<file path="config.mk">
export PLATFORM = sky130hd
export DESIGN_NAME = ipv4_text_class_parser_core_flat
export DESIGN_NICKNAME = d
export VERILOG_FILES = /design/src/itcp_pkg.sv /design/src/itcp_char_if.sv /design/src/itcp_verdict_if.sv /design/src/ipv4_text_class_parser_core.sv /design/src/flat_wrapper.sv
export SDC_FILE = /design/constraint.sdc
export NUM_CORES = 1
export LEC_CHECK = 0
export BUFFER_PORTS_ARGS = -buffer_cell sky130_fd_sc_hd__buf_4
export CAP_MARGIN = 20
export CELL_PAD_IN_SITES_DETAIL_PLACEMENT = 2
export CELL_PAD_IN_SITES_GLOBAL_PLACEMENT = 2
export CORE_MARGIN = 5
export CORE_UTILIZATION = 35
export CTS_CLUSTER_DIAMETER = 50
export DETAILED_ROUTE_END_ITERATION = 16
export PLACE_DENSITY = 0.8
export SLEW_MARGIN = 20
export SYNTH_ARGS = -nofsm -noshare
export SYNTH_HDL_FRONTEND = slang
export SYNTH_SLANG_ARGS = --single-unit
</file>
<file path="constraint.sdc">
create_clock -name clk -period 3.2 [get_ports clk]
set_input_delay 0.32 -clock clk [delete_from_list [all_inputs] [get_ports clk]]
set_output_delay 0.32 -clock clk [all_outputs]
set_load 0.01 [all_outputs]
</file>
<file path="src/itcp_pkg.sv">
package itcp_pkg;

    typedef logic [7:0] char_t;
    typedef logic [8:0] octet_t;
    typedef logic [2:0] dot_count_t;

    // Result codes, as seen on the verdict channel
    typedef enum logic [2:0] {
        VERDICT_INVALID = 3'd0,
        VERDICT_CLASS_A = 3'd1,
        VERDICT_CLASS_B = 3'd2,
        VERDICT_CLASS_C = 3'd3,
        VERDICT_OTHER   = 3'd4
    } verdict_t;

    localparam char_t CHAR_ZERO = 8'h30;
    localparam char_t CHAR_NINE = 8'h39;
    localparam char_t CHAR_DOT  = 8'h2E;

    localparam octet_t     OCTET_MAX  = 9'd255;
    localparam octet_t     OCTET_SAT  = 9'd256;
    localparam dot_count_t DOT_SAT    = 3'd7;
    localparam dot_count_t DOT_NEEDED = 3'd3;

    localparam logic [7:0] CLASS_A_LAST = 8'd125;
    localparam logic [7:0] LOOPBACK_NET = 8'd126;
    localparam logic [7:0] CLASS_B_LOW  = 8'd128;
    localparam logic [7:0] CLASS_B_HIGH = 8'd191;
    localparam logic [7:0] CLASS_C_LOW  = 8'd192;
    localparam logic [7:0] CLASS_C_HIGH = 8'd223;

    // Class of a well-formed address from its first octet, and for net 126 from whether the rest is zero
    function automatic verdict_t classify(input logic [7:0] first, input logic rest_zero);
        verdict_t v;
        if ((first != 8'd0 && first <= CLASS_A_LAST) || (first == LOOPBACK_NET && rest_zero))
            v = VERDICT_CLASS_A;
        else if (first >= CLASS_B_LOW && first <= CLASS_B_HIGH)
            v = VERDICT_CLASS_B;
        else if (first >= CLASS_C_LOW && first <= CLASS_C_HIGH)
            v = VERDICT_CLASS_C;
        else
            v = VERDICT_OTHER;
        return v;
    endfunction

endpackage

</file>
<file path="src/itcp_char_if.sv">
interface itcp_char_if;
    import itcp_pkg::*;

    logic  valid;
    logic  ready;
    char_t char_code;
    logic  last_char;

    modport source (output valid, output char_code, output last_char, input ready);
    modport sink   (input valid, input char_code, input last_char, output ready);
endinterface

</file>
<file path="src/itcp_verdict_if.sv">
interface itcp_verdict_if;
    import itcp_pkg::*;

    logic     valid;
    logic     ready;
    verdict_t verdict;

    modport source (output valid, output verdict, input ready);
    modport sink   (input valid, input verdict, output ready);
endinterface

</file>
<file path="src/ipv4_text_class_parser_core.sv">
// The last character waits in the input register, then its verdict in the result register.
// Throughput: one character per cycle; the input register drains into the state every cycle
// unless it holds a last character while the verdict register is still waiting to be taken.
// Reset: rst_n asynchronously clears both valid flags and the parse state; the parse state
// also returns to its reset value after each last character.
module ipv4_text_class_parser_core (
    input  logic                  clk,
    input  logic                  rst_n,
    itcp_char_if.sink             chars,
    itcp_verdict_if.source        verdicts
);
    import itcp_pkg::*;

    // Input register
    logic  s1_valid_reg;
    char_t s1_char_reg;
    logic  s1_last_reg;

    // Parse state
    octet_t     octet_value_reg, octet_value_next;
    logic       octet_empty_reg, octet_empty_next;
    logic       lead_zero_reg, lead_zero_next;
    dot_count_t dot_count_reg, dot_count_next;
    logic [7:0] first_octet_reg, first_octet_next;
    logic       rest_zero_reg, rest_zero_next;
    logic       error_seen_reg, error_seen_next;

    // Result register
    logic     out_valid_reg;
    verdict_t verdict_reg, verdict_next;

    logic s1_advance;
    logic s1_fire;
    logic out_free;

    // Per-character intermediate values
    logic        is_digit;
    logic [3:0]  digit;
    logic [11:0] octet_prod;
    octet_t      ov1;
    logic        empty1, lz1, rz1, err1, err2, rz2;
    dot_count_t  dc1;
    logic [7:0]  fo1, fo2;
    logic        octet_bad_pre, octet_bad_post;

    // Handshake: a non-final character never needs the result register
    assign out_free       = !out_valid_reg || verdicts.ready;
    assign s1_advance     = !s1_last_reg || out_free;
    assign s1_fire        = s1_valid_reg && s1_advance;
    assign chars.ready    = !s1_valid_reg || s1_advance;
    assign verdicts.valid = out_valid_reg;
    assign verdicts.verdict = verdict_reg;

    // Character step, then close-out on the last character
    always_comb
    begin
        is_digit   = (s1_char_reg >= CHAR_ZERO) && (s1_char_reg <= CHAR_NINE);
        digit      = s1_char_reg[3:0];
        octet_prod = ({3'b000, octet_value_reg} << 3) + ({3'b000, octet_value_reg} << 1)
                     + {8'd0, digit};

        octet_bad_pre = octet_empty_reg || (octet_value_reg > OCTET_MAX)
                        || (lead_zero_reg && octet_value_reg != 9'd0);

        ov1    = octet_value_reg;
        empty1 = octet_empty_reg;
        lz1    = lead_zero_reg;
        dc1    = dot_count_reg;
        fo1    = first_octet_reg;
        rz1    = rest_zero_reg;
        err1   = error_seen_reg;

        if (is_digit)
        begin
            if (octet_empty_reg)
                lz1 = (digit == 4'd0);
            ov1    = (octet_prod > {3'b000, OCTET_SAT}) ? OCTET_SAT : octet_prod[8:0];
            empty1 = 1'b0;
        end
        else if (s1_char_reg == CHAR_DOT)
        begin
            err1 = error_seen_reg || octet_bad_pre;
            if (dot_count_reg == 3'd0)
                fo1 = octet_value_reg[7:0];
            else if (octet_value_reg != 9'd0)
                rz1 = 1'b0;
            if (dot_count_reg < DOT_SAT)
                dc1 = dot_count_reg + 3'd1;
            ov1    = 9'd0;
            empty1 = 1'b1;
            lz1    = 1'b0;
        end
        else
        begin
            err1 = 1'b1;
        end

        // Closing the final octet
        octet_bad_post = empty1 || (ov1 > OCTET_MAX) || (lz1 && ov1 != 9'd0);
        err2 = err1 || octet_bad_post || (dc1 != DOT_NEEDED);
        fo2  = (dc1 == 3'd0) ? ov1[7:0] : fo1;
        rz2  = (dc1 != 3'd0 && ov1 != 9'd0) ? 1'b0 : rz1;
        verdict_next = err2 ? VERDICT_INVALID : classify(fo2, rz2);

        if (s1_last_reg)
        begin
            octet_value_next = 9'd0;
            octet_empty_next = 1'b1;
            lead_zero_next   = 1'b0;
            dot_count_next   = 3'd0;
            first_octet_next = 8'd0;
            rest_zero_next   = 1'b1;
            error_seen_next  = 1'b0;
        end
        else
        begin
            octet_value_next = ov1;
            octet_empty_next = empty1;
            lead_zero_next   = lz1;
            dot_count_next   = dc1;
            first_octet_next = fo1;
            rest_zero_next   = rz1;
            error_seen_next  = err1;
        end
    end

    // Input register
    always_ff @(posedge clk or negedge rst_n)
    begin
        if (!rst_n)
            s1_valid_reg <= 1'b0;
        else if (chars.ready)
            s1_valid_reg <= chars.valid;
    end

    always_ff @(posedge clk)
    begin
        if (chars.valid && chars.ready)
        begin
            s1_char_reg <= chars.char_code;
            s1_last_reg <= chars.last_char;
        end
    end

    // Parse state
    always_ff @(posedge clk or negedge rst_n)
    begin
        if (!rst_n)
        begin
            octet_value_reg <= 9'd0;
            octet_empty_reg <= 1'b1;
            lead_zero_reg   <= 1'b0;
            dot_count_reg   <= 3'd0;
            first_octet_reg <= 8'd0;
            rest_zero_reg   <= 1'b1;
            error_seen_reg  <= 1'b0;
        end
        else if (s1_fire)
        begin
            octet_value_reg <= octet_value_next;
            octet_empty_reg <= octet_empty_next;
            lead_zero_reg   <= lead_zero_next;
            dot_count_reg   <= dot_count_next;
            first_octet_reg <= first_octet_next;
            rest_zero_reg   <= rest_zero_next;
            error_seen_reg  <= error_seen_next;
        end
    end

    // Result register
    always_ff @(posedge clk or negedge rst_n)
    begin
        if (!rst_n)
            out_valid_reg <= 1'b0;
        else if (out_free)
            out_valid_reg <= s1_fire && s1_last_reg;
    end

    always_ff @(posedge clk)
    begin
        if (s1_fire && s1_last_reg)
            verdict_reg <= verdict_next;
    end

    // Checks
    a_stall_only_on_last: assert property (@(posedge clk) disable iff (!rst_n)
        s1_valid_reg && !s1_advance |-> s1_last_reg && out_valid_reg && !verdicts.ready)
        else $error("input register stalled without a pending verdict");

    a_state_cleared_after_last: assert property (@(posedge clk) disable iff (!rst_n)
        s1_fire && s1_last_reg |=> dot_count_reg == 3'd0 && octet_empty_reg
                                   && !error_seen_reg && rest_zero_reg)
        else $error("parse state not cleared after last character");

    a_verdict_from_last: assert property (@(posedge clk) disable iff (!rst_n)
        out_valid_reg && !$past(out_valid_reg) |-> $past(s1_fire && s1_last_reg))
        else $error("verdict raised without a last character");

    a_verdict_code_range: assert property (@(posedge clk) disable iff (!rst_n)
        out_valid_reg |-> verdict_reg <= VERDICT_OTHER)
        else $error("verdict code out of range");

endmodule

</file>
<file path="src/flat_wrapper.sv">
// flat-port wrapper written by rule: the top's interface ports become plain ports
module ipv4_text_class_parser_core_flat import itcp_pkg::*;
  (clk, rst_n, chars_valid, chars_char_code, chars_last_char, chars_ready, verdicts_valid, verdicts_verdict, verdicts_ready);
  itcp_char_if chars_i ();
  itcp_verdict_if verdicts_i ();
  input  logic clk;
  input  logic rst_n;
  input wire logic [$bits(chars_i.valid)-1:0] chars_valid;
  input wire logic [$bits(chars_i.char_code)-1:0] chars_char_code;
  input wire logic [$bits(chars_i.last_char)-1:0] chars_last_char;
  output wire logic [$bits(chars_i.ready)-1:0] chars_ready;
  output wire logic [$bits(verdicts_i.valid)-1:0] verdicts_valid;
  output wire logic [$bits(verdicts_i.verdict)-1:0] verdicts_verdict;
  input wire logic [$bits(verdicts_i.ready)-1:0] verdicts_ready;
  assign chars_i.valid = chars_valid;
  assign chars_i.char_code = chars_char_code;
  assign chars_i.last_char = chars_last_char;
  assign chars_ready = chars_i.ready;
  assign verdicts_valid = verdicts_i.valid;
  assign verdicts_verdict = verdicts_i.verdict;
  assign verdicts_i.ready = verdicts_ready;
  ipv4_text_class_parser_core u_core (.clk(clk), .rst_n(rst_n), .chars(chars_i), .verdicts(verdicts_i));
endmodule
</file>
Yosys cells after proc, flatten, opt, wreduce, memory -nomap -nowiden

Cells that the tools add are included.

Input port bits: 13
Output and inout bits: 5
Logic and storage cells: 97
Register bits after elaboration: 38

$lt $le $gt $ge: 11
Add/subtract/negate cells: 3
Muxes and demuxes: 32
Eq/ne operators: 3
Reduce and logical (&&, ||, !) cells: 34

Operators by type and width:

| operator                                                                         | count |
|---|---|
| 8-bit 2-to-1 mux                                                                 | 5 |
| 9-bit 2-to-1 mux                                                                 | 4 |
| 9-bit by 8-bit greater-than comparator with 1-bit output, second input constant  | 2 |
| 9-bit nonzero test                                                               | 2 |
| 1-bit 2-to-1 mux                                                                 | 17 |
| 8-bit >= comparator, second input constant                                       | 2 |
| 8-bit <= comparator, second input constant                                       | 2 |
| 3-bit 2-to-1 mux                                                                 | 5 |
| 12-bit by 10-bit adder with 12-bit output                                        | 1 |
| 12-bit by 4-bit adder with 12-bit output                                         | 1 |
| 12-bit by 9-bit greater-than comparator with 1-bit output, second input constant | 1 |
| 1-bit logical AND                                                                | 11 |
| 1-bit logical OR                                                                 | 11 |
| 8-bit by 6-bit == test with 1-bit output, second input constant                  | 1 |
| 8-bit by 7-bit == test with 1-bit output, second input constant                  | 1 |
| 8-bit by 6-bit >= comparator with 1-bit output, second input constant            | 1 |
| 8-bit by 6-bit <= comparator with 1-bit output, second input constant            | 1 |
| 8-bit by 7-bit <= comparator with 1-bit output, second input constant            | 1 |
| 8-bit nonzero test                                                               | 1 |
| 3-bit logical NOT                                                                | 2 |
| 4-bit logical NOT                                                                | 1 |
| 3-bit by 1-bit adder with 3-bit output, second input constant                    | 1 |
| 1-bit logical NOT                                                                | 3 |
| 3-bit less-than comparator, second input constant                                | 1 |
| 5 further kinds                                                                  | 5 |

Logic depth before layout (Yosys ltp)

Depth after elaboration: 11
Depth in mapped cells: 14

Least setup slack after synthesis

No wires, ideal clock.

Path kind: register to register
Start: register u_core.octet_value_reg[0]
End: register u_core.verdict_reg[2] (netlist: u_core.verdicts.verdict[2]), data pin
Stages on the path, launching flop included: 14
Slack: -266 ps
Data arrival time: 3201 ps
Path buffers: 0
Period minus slack after synthesis: 3466 ps
Cells stage by stage: dfrtp_1 > inv_1 > fa_1 > inv_1 > fa_1 > a211oi_1 > o21bai_1 > o21ai_1 > xnor2_1 > or3_1 > nor3_2 > a21o_1 > o211ai_2 > nor3b_2

Word-level cells in the longest chain between the ends: 11

Ends and longest elaborated chain:

| what                                                                                                  | RTL line                                                              | source |
|---|---|---|
| from (decl)                                                                                           | ipv4_text_class_parser_core.sv:20                                     | `octet_t octet_value_reg, octet_value_next;` |
| from (signal assigned)                                                                                | ipv4_text_class_parser_core.sv:160                                    | `octet_value_reg <= octet_value_next;` |
| 12-bit by 10-bit adder with 12-bit output                                                             | ipv4_text_class_parser_core.sv:59                                     | `octet_prod = ({3'b000, octet_value_reg} << 3) + ({3'b000, octet_value_reg} << 1)` |
| 12-bit by 4-bit adder with 12-bit output                                                              | ipv4_text_class_parser_core.sv:60                                     | `+ {8'd0, digit};` |
| 12-bit by 9-bit greater-than comparator with 1-bit output                                             | ipv4_text_class_parser_core.sv:77                                     | `ov1 = (octet_prod > {3'b000, OCTET_SAT}) ? OCTET_SAT : octet_prod[8:0];` |
| 9-bit 2-to-1 mux                                                                                      | ipv4_text_class_parser_core.sv:77                                     |  |
| 9-bit 2-to-1 mux                                                                                      | ipv4_text_class_parser_core.sv:73                                     | `if (is_digit)` |
| 9-bit by 8-bit greater-than comparator with 1-bit output / 9-bit nonzero test (equally long branches) | ipv4_text_class_parser_core.sv:99, ipv4_text_class_parser_core.sv:102 |  |
| 1-bit logical OR (tied with other cells)                                                              | ipv4_text_class_parser_core.sv:99                                     | `octet_bad_post = empty1 \|\| (ov1 > OCTET_MAX) \|\| (lz1 && ov1 != 9'd0);` |
| 1-bit logical OR / 1-bit 2-to-1 mux (equally long branches)                                           | ipv4_text_class_parser_core.sv:99, ipv4_text_class_parser_core.sv:102 |  |
| 1-bit logical OR / 1-bit logical AND (equally long branches)                                          | ipv4_text_class_parser_core.sv:100, itcp_pkg.sv:35                    |  |
| 1-bit logical OR (on tied branches)                                                                   | ipv4_text_class_parser_core.sv:100, itcp_pkg.sv:35                    |  |
| 3-bit OR reduction (no source line)                                                                   | --                                                                    |  |
| to (signal assigned)                                                                                  | ipv4_text_class_parser_core.sv:182                                    | `verdict_reg <= verdict_next;` |
| to (decl)                                                                                             | ipv4_text_class_parser_core.sv:30                                     | `verdict_t verdict_reg, verdict_next;` |

Several ways; a longest one is shown, not always the timed one.
A chain may end at the register's enable or synchronous reset.

Final worst setup path

Ends and elaborated chain as after synthesis.

==> key figures <==
Drt
  – DRC: 0
  – ANT nets after route: 0
  – First-pass DRT Iterations: 7
  – Vias/cell: 6.78
  – Initial DRC Count: 228
  – Via count: 3300
  – Total wire length: 15.9 mm
  – WL per Instance: 32.6 µm

GRT
  – First-pass GRT wire length: 21.6 mm
  – GRT met3 Usage: 4.91%
  – Gr usage total: 29.1%
  – Initial antenna violation count: 0
  – Gr busiest metal: met2
  – Vias in the first global route: 3456
  – Met1 Usage GRT: between 30% and 40%
  – Largest net degree at the start of global routing: 27
  – Met2 usage: around half
  – GRT Residual Overflow: 0

Setup path
  – Most frequent CP cell: buf_4
  – WS Path Type: reg2reg
  – CP startpoint: u_core.octet_value_reg[0]
  – Worst path max stage delay: around 460 ps
  – Kind of start point of the critical path: flip-flop
  – RR Endpoint: u_core.verdicts.verdict[2]
  – CP Max Fanout: 3
  – Worst setup EP type: flip-flop
  – Delay-heaviest family, CP: compound AO/OA/AOI/OAI gates
  – Crit path DAT: between 3000 and 4000 ps
  – Worst r2r src: u_core.octet_value_reg[0]
  – Crit path buffers/inverters: 5
  – Cells along the critical path: inv_2 > fa_1 > inv_1 > ha_1 > o21a_1 > or3_1 > a2111o_1 > a2111oi_4 > buf_4 > or2_4 > buf_12 > a41oi_4 > o21ai_2 > buf_4 > nor3b_2
  – Number of cells on the critical path: 15
  – R2R Setup Slk: -680 ps
  – Critical Path RT: 3270 ps
  – Crit path capture: u_core.verdicts.verdict[2]
  – R2R depth: 15
  – Slowest cell on crit path: fa_1

Logic synthesis
  – Post-synthesis average cell area: 9.28 µm²
  – Adder-cell share of the synthesized area: 9.88%
  – Cell area after synthesis: 0.00281 mm²
  – Register area share after synthesis: between 30% and 40%
  – Synth area leader: dfrtp_1
  – Most common cell in the synthesized netlist: nand2_1
  – Synth cell types: 70
  – Syn nets: between 300 and 400
  – Xor/xnor share of the synthesized area: 1.56%
  – Mapped Cells: 303
  – Top FF cell, synth: dfrtp_1
  – Commonest cells in the synthesized netlist: nand2_1, dfrtp_1, o21ai_0
  – Top post-synthesis cells by area: dfrtp_1, edfxtp_1, ha_1, o21ai_0, nand2_1
  – Syn. warnings: 0
  – Complex-gate fraction of the synthesized area: 28.5%
  – Mux contribution to synthesized area: 0.356%
  – Post-synth top area share: between 20% and 30%
  – Synth Area in Simple Gates: ~21%
  – Largest family of logic cells by synthesized area: compound AO/OA/AOI/OAI gates
  – #FFs+latches synth: 38
  – Number of synthesized flops with an enable pin: 12
  – Async S/R FF share, synth: 68.4%

Clock tree
  – CTS tree: done
  – CTS Root Cell: clkbuf_8
  – Clk slew on worst S/H paths: 110 ps
  – Inserted Clock Buffers: 5
  – Clock sink total: 38
  – Max Root-Sink Buffers: 2
  – CTS H-tree lvls: 2
  – Clk_lat worst skew: 320 ps

Place
  – Setup WS pre-CTS: -609 ps
  – HPWL Detailed: approximately 8.6 mm
  – Final Wtd Congestion: 0.867
  – Port Buf Inserts: 17

Final layout
  – Antenna Cells: 0
  – Share of cells above drive strength 1: 36.6%
  – # nets final: between 400 and 500
  – Max reg flops: 9
  – Area growth syn-to-layout: 40.1%

Floorplan
  – Core Box Area: 0.00777 mm²
  – Die Ht: between 90 and 100 µm
  – Die Wd: 99.6 µm
  – Number of cell rows: 32
  – Initial Utilization: a little over a third
  – # IOs: 18
  – DIE AREA: 0.00993 mm²

Pwr
  – Pwr/cell area: 413 mW/mm²
  – Pleak: 1.77 nW
  – Peak VDD IR: 0.217 mV

Timing
  – Final worst path period need: 3880 ps
  – Final Hold Vio Count: 0
  – Clk_skew: 25.4 ps
  – Endpoints failing setup: 12
  – Max transition margin: between 40 and 50%
  – Worst slew pin tran: just over 800 ps
  – Max Slew Vio Count: 0
  – Fmax: 258 MHz
  – Final setup margin: -676 ps
  – RSZ-0062 raised after global routing: true
  – Final worst path period share: 121%
  – Hold slack: around 200 ps

Outcome
  – Status: complete, but fails checks
  – Failing checks: setup timing

Worst hold path
  – Min-Delay Path Class: in2reg

Run
  – Max-Cap Viols: 0
## metal layers
metal	share of wire, %	vias to the layer above
li1	-	1325
met1	38	1673
met2	48	237
met3	8.0	65
met4	5.7	0
met5	0	-
## worst min-delay path by stage
stage | start | endpoint | slack, ps | depth (start not counted)
floorplan | rst_n | u_core.dot_count_reg[0] | 20 | 0
global placement | rst_n | u_core.first_octet_reg[4] | 260 | 1
detailed placement | rst_n | u_core.first_octet_reg[2] | 270 | 1
CTS | chars_char_code[6] | u_core.s1_char_reg[6] | 190 | 1
finish | chars_char_code[6] | u_core.s1_char_reg[6] | 190 | 1
global route | chars_char_code[7] | u_core.s1_char_reg[7] | 180 | 1
## through the flow
step | instances | TNS, ps | cell area (µm²) | total power [mW] | util, %
after floorplan | 303 | -165 | 2840 | 0.752 | -
after global placement | 462 | -1840 | 3420 | 0.903 | 44.0
after detailed placement | 462 | -4740 | 3420 | 0.931 | 44.0
after CTS | 476 | -2820 | 3700 | 1.49 | 47.7
after global routing | 487 | -6900 | 3940 | 1.67 | 50.7
final | 487 | -5970 | 3940 | 1.63 | 50.7
## cell usage in the layout, fill, tap and decap left out, types with 3 or more instances in the layout
cell type	n
nor3_1	6
and3_1	3
dfrtp_1	24
o21ai_1	6
a22o_1	11
buf_4	75
a21o_1	5
a21oi_1	14
a22oi_1	3
a31oi_1	5
nand3_1	6
nand2_1	24
or2_2	3
or3_1	4
nand4_1	5
clkbuf_8	6
or3_4	3
nor2b_1	3
and2_1	5
nor2_1	20
ha_1	18
o21ai_2	4
edfxtp_1	12
nand2b_1	6
inv_1	8
buf_6	5
o21ai_0	19
o211ai_1	6
inv_2	3
## report_power, final
part	switching, mW	internal, mW
Sequential	0.0221	0.524
Clock	0.232	0.334
Combinational	0.312	0.203
## final cells by class
class                   instances  area, µm²
clock buffers                   6       82.6
clock inverters                 2       60.1
fillers                       813       3830
inverters                      11       41.3
multi-input cells             245       1940
flip-flops and latches         38       1010
well taps                     102        128
repair buffers                 83        669
## cell families (layout without fill, tap and decap cells)
| kind of cell | Yosys count | in the layout |
|---|---|---|
| AO/OA/AOI/OAI | 110 | 110 |
| XOR/XNOR | 5 | 5 |
| adder cells (fa/ha/maj) | 21 | 21 |
| buffers and inverters | 20 | 102 |
| flip-flops | 38 | 38 |
| multiplexers | 1 | 1 |
| AND/OR/NAND/NOR | 108 | 108 |
## timing repair
action,4_1_cts,5_1_grt
endpoints found under the setup margin,12,12
gates resized for setup,21,26
endpoints found under the hold margin,24,0
hold buffers,1,0
pin swaps,21,20
buffers inserted,6,12
cloned,0,0
## worst reg2reg max path, cell delays in order, from the launching register on
cell       delay [ps]
dfrtp_1           450
inv_2              80
fa_1              460
inv_1             110
ha_1              250
o21a_1            200
or3_1             370
a2111o_1          430
a2111oi_4         200
buf_4             200
or2_4             170
buf_12            110
a41oi_4           140
o21ai_2           260
buf_4             160
nor3b_2            40
(Power assumes the default switching activity.)
